==> src/rtl/circular_sg_fifo_dma_walker_defines.svh <==
// Assertion macros used by the walker back end (csgw_back).
`ifndef CIRCULAR_SG_FIFO_DMA_WALKER_DEFINES_SVH
`define CIRCULAR_SG_FIFO_DMA_WALKER_DEFINES_SVH

// Check a condition on every clock edge outside reset.
`define CSGW_ASSERT_ALWAYS(label, cond, msg) \
  label: assert property (@(posedge clk) disable iff (rst) (cond)) else $error(msg);

// Check that a condition implies another in the same cycle.
`define CSGW_ASSERT_IMPLY(label, ante, cons, msg) \
  label: assert property (@(posedge clk) disable iff (rst) (ante) |-> (cons)) \
    else $error(msg);

`endif

==> src/rtl/csgw_pkg.sv <==
// Package with command, result types and codes for the ring walker.
`timescale 1ns / 1ps
package csgw_pkg;

  // Result status codes
  localparam logic [2:0] ST_CHUNK    = 3'd0;
  localparam logic [2:0] ST_PTR_ONLY = 3'd1;
  localparam logic [2:0] ST_EMPTY    = 3'd2;
  localparam logic [2:0] ST_RANGE    = 3'd3;
  localparam logic [2:0] ST_PAST_END = 3'd4;
  localparam logic [2:0] ST_OVERFLOW = 3'd5;

  // Input kinds
  localparam logic KIND_XFER = 1'b0;
  localparam logic KIND_LOAD = 1'b1;

  // Configuration register indexes
  localparam logic [1:0] REG_TABLE_ADDR = 2'd0;
  localparam logic [1:0] REG_LAST_ENTRY = 2'd1;
  localparam logic [1:0] REG_RELAXED    = 2'd2;

  localparam int ENTRY_SHIFT = 3;  // 8-byte table entries

  typedef struct packed {
    logic        kind;
    logic [1:0]  fifo_number;
    logic        to_memory;
    logic [12:0] byte_length;
    logic [31:0] window_start;
    logic [31:0] window_limit;
    logic [31:0] pointer_value;
  } cmd_t;

endpackage

==> src/rtl/circular_sg_fifo_dma_walker.sv <==
// Top level of the circular-window scatter-gather DMA walker.
`timescale 1ns / 1ps
// Walks DSP FIFO rings over a paged byte space. A load word (tuser 1) sets
// one FIFO's base, end and pointer; with a table set, a transfer word splits
// byte_length at ring wrap and page ends and gives one result word per chunk.
// A transfer may first need a modulo (a 33-step restoring divider, used to
// fold an out-of-window pointer and for pointer-only advance); it then plans
// its chunks, closes the plan and emits the chunks one by one. Output
// back-pressure can stall this. A two-word queue lets the input side run ahead.
module circular_sg_fifo_dma_walker #(
  parameter int FIFOS_PER_DIRECTION = 4,
  parameter int PAGE_BYTES          = 4096,
  parameter int MAX_CHUNKS          = 16
) (
  input  logic         clk,
  input  logic         rst,
  input  logic         cfg_valid,
  output logic         cfg_ready,
  input  logic [1:0]   cfg_index,
  input  logic [31:0]  cfg_data,
  input  logic         s_axis_tvalid,
  output logic         s_axis_tready,
  // fifo_number, to_memory, byte_length, window_start, window_limit, pointer_value
  input  logic [111:0] s_axis_tdata,
  // kind
  input  logic [0:0]   s_axis_tuser,
  output logic         m_axis_tvalid,
  input  logic         m_axis_tready,
  // entry_address, page_offset, byte_count, write_dir, new_pointer, zero fill
  output logic [95:0]  m_axis_tdata,
  // status
  output logic [2:0]   m_axis_tuser,
  output logic         m_axis_tlast
);

  logic           push;
  logic           full;
  logic           q_valid;
  logic           q_pop;
  csgw_pkg::cmd_t push_cmd;
  csgw_pkg::cmd_t q_cmd;

  assign cfg_ready = 1'b1;

  csgw_front #(.FIFOS_PER_DIRECTION(FIFOS_PER_DIRECTION)) u_front (
    .rst(rst),
    .s_axis_tvalid(s_axis_tvalid), .s_axis_tready(s_axis_tready),
    .s_axis_tdata(s_axis_tdata), .s_axis_tuser(s_axis_tuser),
    .push(push), .push_cmd(push_cmd), .full(full)
  );

  csgw_queue u_queue (
    .clk(clk), .rst(rst), .push(push), .push_cmd(push_cmd), .full(full),
    .pop_valid(q_valid), .pop(q_pop), .pop_cmd(q_cmd)
  );

  csgw_back #(
    .FIFOS_PER_DIRECTION(FIFOS_PER_DIRECTION),
    .PAGE_BYTES(PAGE_BYTES),
    .MAX_CHUNKS(MAX_CHUNKS)
  ) u_back (
    .clk(clk), .rst(rst),
    .cfg_valid(cfg_valid && cfg_ready), .cfg_index(cfg_index), .cfg_data(cfg_data),
    .q_valid(q_valid), .q_pop(q_pop), .q_cmd(q_cmd),
    .m_axis_tvalid(m_axis_tvalid), .m_axis_tready(m_axis_tready),
    .m_axis_tdata(m_axis_tdata), .m_axis_tuser(m_axis_tuser),
    .m_axis_tlast(m_axis_tlast)
  );

endmodule

==> src/rtl/csgw_front.sv <==
// Front end: accept input words, drop bad FIFO numbers, queue commands.
`timescale 1ns / 1ps
module csgw_front #(
  parameter int FIFOS_PER_DIRECTION = 4
) (
  input  logic                rst,
  input  logic                s_axis_tvalid,
  output logic                s_axis_tready,
  input  logic [111:0]        s_axis_tdata,
  input  logic [0:0]          s_axis_tuser,
  output logic                push,
  output csgw_pkg::cmd_t      push_cmd,
  input  logic                full
);

  logic fn_ok;

  // Unpack the word
  always_comb begin
    push_cmd.kind          = s_axis_tuser[0];
    push_cmd.fifo_number   = s_axis_tdata[1:0];
    push_cmd.to_memory     = s_axis_tdata[2];
    push_cmd.byte_length   = s_axis_tdata[15:3];
    push_cmd.window_start  = s_axis_tdata[47:16];
    push_cmd.window_limit  = s_axis_tdata[79:48];
    push_cmd.pointer_value = s_axis_tdata[111:80];
  end

  // Words for a FIFO that does not exist are taken and dropped
  assign fn_ok         = (32'(s_axis_tdata[1:0]) < 32'(FIFOS_PER_DIRECTION));
  assign s_axis_tready = !full;
  assign push          = s_axis_tvalid && s_axis_tready && fn_ok && !rst;

endmodule

==> src/rtl/csgw_queue.sv <==
// Two-entry command queue between front and back end.
`timescale 1ns / 1ps
module csgw_queue (
  input  logic           clk,
  input  logic           rst,
  input  logic           push,
  input  csgw_pkg::cmd_t push_cmd,
  output logic           full,
  output logic           pop_valid,
  input  logic           pop,
  output csgw_pkg::cmd_t pop_cmd
);

  localparam int DEPTH = 2;

  csgw_pkg::cmd_t mem [DEPTH];
  logic       wr_ptr;
  logic       rd_ptr;
  logic [1:0] count;

  assign full      = (count == 2'(DEPTH));
  assign pop_valid = (count != 2'd0);
  assign pop_cmd   = mem[rd_ptr];

  // Store on push
  always_ff @(posedge clk) begin
    if (push) begin
      mem[wr_ptr] <= push_cmd;
    end
  end

  // Advance pointers and count
  always_ff @(posedge clk) begin
    if (rst) begin
      wr_ptr <= 1'b0;
      rd_ptr <= 1'b0;
      count  <= 2'd0;
    end else begin
      if (push) wr_ptr <= !wr_ptr;
      if (pop && pop_valid) rd_ptr <= !rd_ptr;
      count <= count + 2'(push) - 2'(pop && pop_valid);
    end
  end

endmodule

==> src/rtl/csgw_back.sv <==
// Back end: window state, modulo unit, chunk planner and result register.
`timescale 1ns / 1ps
`include "circular_sg_fifo_dma_walker_defines.svh"
module csgw_back #(
  parameter int FIFOS_PER_DIRECTION = 4,
  parameter int PAGE_BYTES          = 4096,
  parameter int MAX_CHUNKS          = 16
) (
  input  logic           clk,
  input  logic           rst,
  input  logic           cfg_valid,
  input  logic [1:0]     cfg_index,
  input  logic [31:0]    cfg_data,
  input  logic           q_valid,
  output logic           q_pop,
  input  csgw_pkg::cmd_t q_cmd,
  output logic           m_axis_tvalid,
  input  logic           m_axis_tready,
  output logic [95:0]    m_axis_tdata,
  output logic [2:0]     m_axis_tuser,
  output logic           m_axis_tlast
);

  localparam int SLOTS     = 2 * FIFOS_PER_DIRECTION;
  localparam int SLOT_W    = (SLOTS > 1) ? $clog2(SLOTS) : 1;
  localparam int PB        = $clog2(PAGE_BYTES);
  localparam int ENTRY_W   = 32 - PB;
  localparam int N_W       = $clog2(MAX_CHUNKS + 1);
  localparam int DIV_STEPS = 33;

  localparam logic [2:0] S_IDLE  = 3'd0;
  localparam logic [2:0] S_CHECK = 3'd1;
  localparam logic [2:0] S_DIV   = 3'd2;
  localparam logic [2:0] S_DIVD  = 3'd3;
  localparam logic [2:0] S_PTR   = 3'd4;
  localparam logic [2:0] S_PLAN  = 3'd5;
  localparam logic [2:0] S_EMIT  = 3'd6;

  logic [2:0]  state;
  logic [31:0] table_address;
  logic [15:0] table_last_entry;
  logic        relaxed_wrap;

  logic [31:0] base_q [SLOTS];
  logic [31:0] end_q  [SLOTS];
  logic [31:0] cur_q  [SLOTS];

  logic [SLOT_W-1:0] slot;
  logic [31:0] base;
  logic [31:0] lim;
  logic [31:0] stored;
  logic [31:0] cur;
  logic [12:0] len;
  logic        dir;
  logic [31:0] p;
  logic [12:0] rem;
  logic [N_W-1:0] nchunks;

  logic [32:0] div_r;
  logic [32:0] div_n;
  logic [31:0] div_d;
  logic [5:0]  div_cnt;
  logic        div_for_ptr;

  logic        out_free;
  logic [SLOT_W-1:0] cmd_slot;
  logic [32:0] div_shift;
  logic [31:0] to_end;
  logic [PB:0] in_page;
  logic [12:0] take;
  logic [31:0] p_adv;
  logic [31:0] p_next;
  logic [ENTRY_W-1:0] entry;
  logic [31:0] eaddr;
  logic [31:0] raised;

  assign out_free = !m_axis_tvalid || m_axis_tready;
  assign q_pop    = (state == S_IDLE) && q_valid;
  assign cmd_slot = q_cmd.to_memory
                  ? SLOT_W'(32'(FIFOS_PER_DIRECTION) + 32'(q_cmd.fifo_number))
                  : SLOT_W'(q_cmd.fifo_number);

  // Chunk size: bounded by ring end, bytes left and page end
  always_comb begin
    to_end  = lim - p;
    in_page = (PB+1)'(PAGE_BYTES) - {1'b0, p[PB-1:0]};
    take    = rem;
    if (to_end < 32'(take)) take = 13'(to_end);
    if (32'(in_page) < 32'(take)) take = 13'(in_page);
    p_adv   = p + 32'(take);
    p_next  = (p_adv == lim) ? base : p_adv;
    entry   = p[31:PB];
    eaddr   = table_address + (32'(entry) << csgw_pkg::ENTRY_SHIFT);
    raised  = (cur < base) ? base : cur;
  end

  // Restoring divider step
  assign div_shift = {div_r[31:0], div_n[32]};

  // Configuration registers
  always_ff @(posedge clk) begin
    if (rst) begin
      table_address    <= 32'd0;
      table_last_entry <= 16'd0;
      relaxed_wrap     <= 1'b1;
    end else if (cfg_valid) begin
      unique case (cfg_index)
        csgw_pkg::REG_TABLE_ADDR: table_address    <= cfg_data;
        csgw_pkg::REG_LAST_ENTRY: table_last_entry <= cfg_data[15:0];
        csgw_pkg::REG_RELAXED:    relaxed_wrap     <= cfg_data[0];
        default: ;
      endcase
    end
  end

  // Sequencer
  always_ff @(posedge clk) begin
    logic tvalid_next;
    if (rst) begin
      state         <= S_IDLE;
      m_axis_tvalid <= 1'b0;
      for (int i = 0; i < SLOTS; i++) begin
        base_q[i] <= 32'd0;
        end_q[i]  <= 32'd0;
        cur_q[i]  <= 32'd0;
      end
    end else begin
      // Drop the result word once it is taken
      tvalid_next = m_axis_tvalid && !m_axis_tready;
      unique case (state)
        S_IDLE: begin
          if (q_valid) begin
            if (q_cmd.kind == csgw_pkg::KIND_LOAD) begin
              base_q[cmd_slot] <= q_cmd.window_start;
              end_q[cmd_slot]  <= q_cmd.window_limit;
              cur_q[cmd_slot]  <= q_cmd.pointer_value;
            end else begin
              slot   <= cmd_slot;
              base   <= base_q[cmd_slot];
              lim    <= end_q[cmd_slot];
              stored <= cur_q[cmd_slot];
              cur    <= cur_q[cmd_slot];
              len    <= q_cmd.byte_length;
              dir    <= q_cmd.to_memory;
              state  <= S_CHECK;
            end
          end
        end
        S_CHECK: begin
          if (relaxed_wrap) begin
            if (lim <= base) begin
              if (out_free) begin
                tvalid_next   = 1'b1;
                m_axis_tuser  <= csgw_pkg::ST_EMPTY;
                m_axis_tdata  <= {6'd0, stored, dir, 13'd0, 12'd0, 32'd0};
                m_axis_tlast  <= 1'b1;
                state         <= S_IDLE;
              end
            end else if (cur >= lim) begin
              div_r       <= 33'd0;
              div_n       <= {1'b0, cur - base};
              div_d       <= lim - base;
              div_cnt     <= 6'd0;
              div_for_ptr <= 1'b0;
              state       <= S_DIV;
            end else begin
              cur   <= raised;
              state <= S_PTR;
            end
          end else begin
            if (raised >= lim) begin
              if (out_free) begin
                tvalid_next   = 1'b1;
                m_axis_tuser  <= csgw_pkg::ST_PAST_END;
                m_axis_tdata  <= {6'd0, stored, dir, 13'd0, 12'd0, 32'd0};
                m_axis_tlast  <= 1'b1;
                state         <= S_IDLE;
              end
            end else begin
              cur   <= raised;
              state <= S_PTR;
            end
          end
        end
        S_DIV: begin
          div_r   <= (div_shift >= {1'b0, div_d}) ? div_shift - {1'b0, div_d} : div_shift;
          div_n   <= {div_n[31:0], 1'b0};
          div_cnt <= div_cnt + 6'd1;
          if (div_cnt == 6'(DIV_STEPS - 1)) state <= S_DIVD;
        end
        S_DIVD: begin
          if (!div_for_ptr) begin
            cur   <= base + div_r[31:0];
            state <= S_PTR;
          end else if (out_free) begin
            cur_q[slot]   <= base + div_r[31:0];
            tvalid_next   = 1'b1;
            m_axis_tuser  <= csgw_pkg::ST_PTR_ONLY;
            m_axis_tdata  <= {6'd0, base + div_r[31:0], dir, len, 12'd0, 32'd0};
            m_axis_tlast  <= 1'b1;
            state         <= S_IDLE;
          end
        end
        S_PTR: begin
          if (table_address == 32'd0) begin
            div_r       <= 33'd0;
            div_n       <= {1'b0, cur - base} + 33'(len);
            div_d       <= lim - base;
            div_cnt     <= 6'd0;
            div_for_ptr <= 1'b1;
            state       <= S_DIV;
          end else if (len == 13'd0) begin
            state <= S_IDLE;
          end else begin
            p       <= cur;
            rem     <= len;
            nchunks <= '0;
            state   <= S_PLAN;
          end
        end
        S_PLAN: begin
          if (rem == 13'd0) begin
            p     <= cur;
            rem   <= len;
            state <= S_EMIT;
          end else if (nchunks == N_W'(MAX_CHUNKS)) begin
            if (out_free) begin
              tvalid_next   = 1'b1;
              m_axis_tuser  <= csgw_pkg::ST_OVERFLOW;
              m_axis_tdata  <= {6'd0, stored, dir, 13'd0, 12'd0, 32'd0};
              m_axis_tlast  <= 1'b1;
              state         <= S_IDLE;
            end
          end else begin
            nchunks <= nchunks + N_W'(1);
            rem     <= rem - take;
            p       <= p_next;
          end
        end
        S_EMIT: begin
          if (out_free) begin
            tvalid_next = 1'b1;
            if (32'(entry) > 32'(table_last_entry)) begin
              m_axis_tuser <= csgw_pkg::ST_RANGE;
              m_axis_tdata <= {6'd0, cur_q[slot], dir, 13'd0, 12'(p[PB-1:0]), eaddr};
              m_axis_tlast <= 1'b1;
              state        <= S_IDLE;
            end else begin
              cur_q[slot]  <= p_next;
              m_axis_tuser <= csgw_pkg::ST_CHUNK;
              m_axis_tdata <= {6'd0, p_next, dir, take, 12'(p[PB-1:0]), eaddr};
              m_axis_tlast <= (rem == take);
              rem          <= rem - take;
              p            <= p_next;
              if (rem == take) state <= S_IDLE;
            end
          end
        end
        default: state <= S_IDLE;
      endcase
      m_axis_tvalid <= tvalid_next;
    end
  end

  `CSGW_ASSERT_IMPLY(a_status_last, m_axis_tvalid && m_axis_tuser != csgw_pkg::ST_CHUNK, m_axis_tlast, "non-chunk result without last")
  `CSGW_ASSERT_IMPLY(a_div_cnt, state == S_DIV, div_cnt < 6'(DIV_STEPS), "divider ran past its steps")
  `CSGW_ASSERT_IMPLY(a_plan_cnt, state == S_PLAN, nchunks <= N_W'(MAX_CHUNKS), "chunk count past limit")
  `CSGW_ASSERT_IMPLY(a_pop_idle, q_pop, state == S_IDLE, "command taken while busy")

endmodule

==> config.mk <==
export PLATFORM = sky130hd
export DESIGN_NAME = circular_sg_fifo_dma_walker
export DESIGN_NICKNAME = d
export VERILOG_FILES = /design/src/rtl/csgw_pkg.sv /design/src/rtl/circular_sg_fifo_dma_walker.sv /design/src/rtl/csgw_front.sv /design/src/rtl/csgw_queue.sv /design/src/rtl/csgw_back.sv
export VERILOG_INCLUDE_DIRS = /design/src /design/src/rtl
export SDC_FILE = /design/constraint.sdc
export NUM_CORES = 2
export LEC_CHECK = 0
export ABC_AREA = 1
export BUFFER_PORTS_ARGS = -buffer_cell sky130_fd_sc_hd__buf_2
export CORE_MARGIN = 10
export CORE_UTILIZATION = 50
export DETAILED_ROUTE_END_ITERATION = 10
export PLACE_DENSITY = 0.65
export SLEW_MARGIN = 10
export SYNTH_ARGS = -nofsm -noshare
export SYNTH_HDL_FRONTEND = slang
export SYNTH_SLANG_ARGS = --single-unit
==> constraint.sdc <==
create_clock -name clk -period 11.2 [get_ports clk]
set_input_delay 0.56 -clock clk [delete_from_list [all_inputs] [get_ports clk]]
set_output_delay 0.56 -clock clk [all_outputs]
set_load 0.02 [all_outputs]
* After elaboration in Yosys (flattened, before gate mapping)
Memory sizes are Yosys's and may differ from the RTL's. A register that Yosys moved wholly into a read port is not among the register bits.
Index checks and enable logic that the tools add are counted.
** Storage, ports and cells
- Register bits after elaboration :: 392
- Bits in writable memories :: 994
- Word-level logic and storage cells :: 287
- Memories kept :: 4
** Operators by class
- Add/sub/neg operators :: 15
- $lt $le $gt $ge :: 8
- Equal/unequal tests :: 40
- Muxes and demuxes :: 152
- Bitwise operators :: 3
- Reductions and logical operators :: 41
** Memories
- u_back.base_q :: depth 8, bits a word 32, rd ports 1, clocked after Yosys merged registers in 1, write ports 8, RTL line csgw_back.sv:44 : logic [31:0] base_q [SLOTS];
- u_back.cur_q :: depth 8, bits a word 32, rd ports 2, clocked after Yosys merged registers in 1, write ports 8, RTL line csgw_back.sv:46 : logic [31:0] cur_q [SLOTS];
- u_back.end_q :: depth 8, bits a word 32, rd ports 1, clocked after Yosys merged registers in 1, write ports 8, RTL line csgw_back.sv:45 : logic [31:0] end_q [SLOTS];
- u_queue.mem :: depth 2, bits a word 113, rd ports 1, clocked after Yosys merged registers in 1, write ports 1, RTL line csgw_queue.sv:16 : csgw_pkg::cmd_t mem [DEPTH];
** Operators with widths (number)
- 32-bit 2-to-1 mux :: 29
- 96-bit 2-to-1 mux :: 9
- 96-bit case mux with 4 select lines :: 1
- 32-bit case mux with 3 select lines :: 3
- 33-bit 2-to-1 mux :: 4
- 32-bit OR reduction :: 4
- 32-bit subtractor :: 4
- 13-bit 2-to-1 mux :: 8
- 3-bit 2-to-1 mux :: 33
- 33-bit case mux with 3 select lines :: 1
- 90-bit 2-to-1 mux :: 1
- 32-bit greater-or-equal comparator :: 2
- 32-bit case mux with 2 select lines :: 1
- 1-bit 2-to-1 mux :: 45
- 13-bit case mux with 3 select lines :: 1
- 32-bit by 13-bit adder with 33-bit output :: 1
- 33-bit by 32-bit greater-or-equal comparator with 1-bit output :: 1
- 32-bit by 13-bit adder with 32-bit output :: 1
- 32-bit by 23-bit adder with 32-bit output :: 1
- 32-bit adder :: 1
- 32-bit equality test :: 1
- 32-bit <= comparator :: 1
- 32-bit zero test :: 1
- 32-bit by 13-bit less-than comparator with 1-bit output :: 1
- other kinds (50) :: 104

* Logic depth before layout (Yosys ltp)
- Depth in word-level cells :: 11
- Gate-level depth with buffers :: 55

* Hierarchy
Synthesis repeated with hierarchy kept, for this count alone.
** Unflattened totals
- Cells, all modules :: 7890
- Area total of the unflattened synthesis :: 77643.2 µm²
** By module, submodules not included
- csgw_back :: instances 1, cells each 7384, area each 68081.5 µm², sequential area each 35954.5 µm²
- csgw_queue :: instances 1, cells each 388, area each 8685.8 µm², sequential area each 6886.6 µm²
- csgw_front :: instances 1, cells each 116, area each 864.6 µm², sequential area each 0.0 µm²
- circular_sg_fifo_dma_walker :: instances 1, cells each 2, area each 11.3 µm², sequential area each 0.0 µm²

* Worst setup path before layout
OpenSTA, ideal clock, no wires.
- Path kind :: register -> register
- From :: register u_back.state[2]
- To :: register with a tool-made name
- Library setup time :: 448 ps
- Arrival time :: 9056 ps
- Required time :: 10752 ps
- Setup slack :: 1696 ps
- Stages on the path, launching flop included :: 9
- Clock period less this slack :: 9504 ps
- Cells stage by stage :: dfxtp_1 > inv_1 > nand2_1 > nor2_1 > inv_1 > nor2_1 > inv_1 > nor3_1 > a21oi_1
** RTL lines
- start: declaration :: RTL line csgw_back.sv:39 : logic [2:0] state;
- start signal: assignment :: RTL line csgw_back.sv:120 : state <= S_IDLE;
- start signal: assignment :: RTL line csgw_back.sv:145 : state <= S_CHECK;
- start signal: assignment :: RTL line csgw_back.sv:157 : state <= S_IDLE;

==> results.cfg <==
[clock_network]
clk_latency_ns = 0.83
cts_buffers = 154
root_buffer = clkbuf_16
h-tree-depth = 4
cts.clk_slew.worst_paths_ns = 0.06
cts_tree = yes
clkSinkCount = 1447
max-clock-path-buffers = 3

[global_route]
grt_antenna_before_repair = 16
grt-ovfl-total = 0
grt_max_degree = 94
grt_pass1_wl_um = 413000
grt_pass1_vias = 60270
grt_use_total = 0.3344

[yosys]
syn_avg_cell_area_um2 = 9.864
synth_common_cells = 1386 x edfxtp_1, 1245 x nand2_1, 1055 x nor2_1, 698 x inv_1, 590 x a21oi_1
synth_warnings = 0
synth-seq-cells = 1447
synth.most_common_cell = edfxtp_1
async_flop_share = 0
synth-edff-count = 1386
synth_ff_type = edfxtp_1
netlist_area_mm2 = 0.07572
synthCells = 7677
yosys.cell_types.count = 76
synth_top_cell_by_area = edfxtp_1
netlist.area_leader.share = 0.5496
seq_area_frac_synth = 0.5658
synth.area.top_cells = edfxtp_1 55%, nand2_1 6.2%, ha_1 5.4%

[die]
row_count = 142
die_x_um = 409.2
initial_core_util = 0.5044
dieHeight_um = 409.2
io-pin-count = 255
core-area_mm2 = 0.1501
die_area_mm2 = 0.1674

[route]
drtAntennaViolNets = 0
via_per_inst = 6.187
drt-total-wl_um = 290500
dr.pass1.iters = 7
detail_route.wl_per_cell_um = 28.52
via_count = 63030
first_iter_violations = 8739
drc = 0

[status]
status = completed

[flow_run]
max-cap-violations = 0

[timing]
finalHoldViolCount = 0
fin_tns_setup_ns = 0
worst_pin_slew_ns = 1.314
relSlewSlack = 0.1216
max_freq_mhz = 94.20
period_needed_ns = 10.62
fin_crit_sh = 0.9478
rsz0062_at_grt = no
setup_viol_count_final = 0
drv_slew = 0
clock_skew_ns = 0.07516

[finish]
nets = 8529
drive_gt1_frac = 0.09551
final_area_mm2 = 0.08602
fillers = 12820
area_delta_synth_final_pct = 13.60

[setup_path]
start_kind = flop
endpoint_kind = flop
cp_common_cell = nand3_1
r2r_cells = 42
cp.required_ns = 11.74
max_stage_delay_ns = 1.16
path_max_fanout = 23
critical_path_arrival_ns = 11.15
critical_path_class = flop to flop
cp_slowest_cell = o21ai_0

[placement]
portBuffers = 247
placed_cell_area_mm2 = 0.07971
hpwl_um = 198800
place_congestion = 1.054

[worst_hold_path]
hold_path_class = primary input to flop
hold_depth = 3

[power]
irDropWorstVdd_mv = 0.1876
powerDensity_mw_per_mm2 = 232.1
p_leak_nw = 34.17
==> power breakdown <==
part / total (mW) / internal (mW) / switching, mW
sequential: 7.26 / 6.76 / 0.497
clock: 5.14 / 2.88 / 2.26
combinational: 7.56 / 2.16 / 5.41
total: 20.0 / 11.8 / 8.16
==> flip-flops by register name, indices dropped and copies added, names as in the netlist, 2 cells and up, named ones only <==
register and count:
u_back.cur 32, u_back.div_n 33, u_queue.mem 226, u_back.div_r 32, u_back.nchunks 5, u_back.base_q 256, u_back.state 3, u_back.slot 2
u_back.base 32, u_back.cur_q 256, u_back.end_q 256, u_back.div_cnt 6, u_queue.count 2, u_back.len 13, u_back.stored 32, u_back.lim 32
u_back.p 32, u_back.div_d 32, u_back.m_axis_tdata 90, u_back.table_address 32, u_back.m_axis_tuser 3, u_back.table_last_entry 16, u_back.rem 13
==> critical path: cells and delay by family, from the launching register on <==
kind / cells / cell delay, ns
AO/OA/AOI/OAI: 13 / 3.83
XOR/XNOR: 2 / 0.51
adder cells (fa/ha/maj): 5 / 1.61
buffers and inverters: 4 / 0.75
flip-flops: 1 / 0.47
AND/OR/NAND/NOR: 18 / 3.16
==> metrics by stage <==
step / util / std cells / hold slack (ns) / power [mW] / setup slack (ns)
4_1_cts: 0.5726 / 10180 / 0.009228 / 19.73 / 0.4507
2_1_floorplan: - / 7682 / 0.4257 / 11.70 / 1.696
3_3_place_gp: 0.5310 / 9778 / 0.4288 / 14.55 / 0.2595
5_1_grt: 0.5729 / 10180 / 0.03249 / 20.77 / 0.01092
6_report: 0.5730 / 10190 / 0.03833 / 19.97 / 0.5847
3_5_place_dp: 0.5310 / 9778 / 0.4437 / 14.60 / 0.4690
==> logic make-up (layout without fill, tap and decap cells) <==
group	count (synthesis)	count (layout)	share of synthesized area
multiplexers	64	64	0.008460
XOR/XNOR	201	201	0.02325
flip-flops	1447	1447	0.5658
AND/OR/NAND/NOR	2884	2884	0.1582
other	2	12	0.00009918
adder cells (fa/ha/maj)	336	336	0.05641
buffers and inverters	1042	1527	0.05226
AO/OA/AOI/OAI	1701	1701	0.1356
==> worst paths after layout <==
check	start	endpoint	slack, ns
worst max register to register	u_back.p[9]	u_back.cur_q[1][3]	0.58
worst max-delay path	u_back.p[9]	u_back.cur_q[1][3]	0.58
worst min register to register	u_queue.rd_ptr	flop	0.45
worst min-delay path	cfg_data[13]	u_back.table_address[13]	0.04
==> area by class of cell <==
type | instances | area (um^2) | area share
Antenna cell | 5 | 12.51 | 0.0001455
Sequential cell | 1447 | 42850 | 0.4981
Clock buffer | 203 | 4121 | 0.04791
Tap cell | 2016 | 2522 | 0.02932
Inverter | 713 | 2679 | 0.03114
Timing Repair Buffer | 532 | 3731 | 0.04338
Multi-Input combinational cell | 5193 | 29190 | 0.3393
Clock inverter | 79 | 915.9 | 0.01065
==> per-layer routing <==
layer	GRT usage	up-vias	wire, um
li1	-	27870	-
met3	0.08076	776	33840
met2	0.5158	3947	128400
met4	0.1675	14	16780
met1	0.4397	30420	111400
met5	0	-	100
==> cells in the final DEF (no fill, tap or decap), types with 64 or more instances in the layout <==
cell / count
buf_2: 247
nor3_1: 66
xor2_1: 146
buf_4: 159
ha_1: 327
inv_1: 694
a21oi_1: 587
nand4_1: 163
dlygate4sd3_1: 122
nor2_1: 1046
nand3_1: 223
o211ai_1: 69
a22oi_1: 281
edfxtp_1: 1386
mux2i_1: 64
o21ai_0: 425
nand2_1: 1225
clkbuf_16: 157
==> repair_timing <==
| action | 4_1_cts | 5_1_grt |
|---|---|---|
| gates resized for setup | 0 | 4 |
| buffers inserted | 0 | 1 |
| hold buffers | 122 | 0 |
| endpoints found under the setup margin | 0 | 79 |
| hold endpoints to repair | 235 | 0 |
Power figures use the tool's default switching activity.
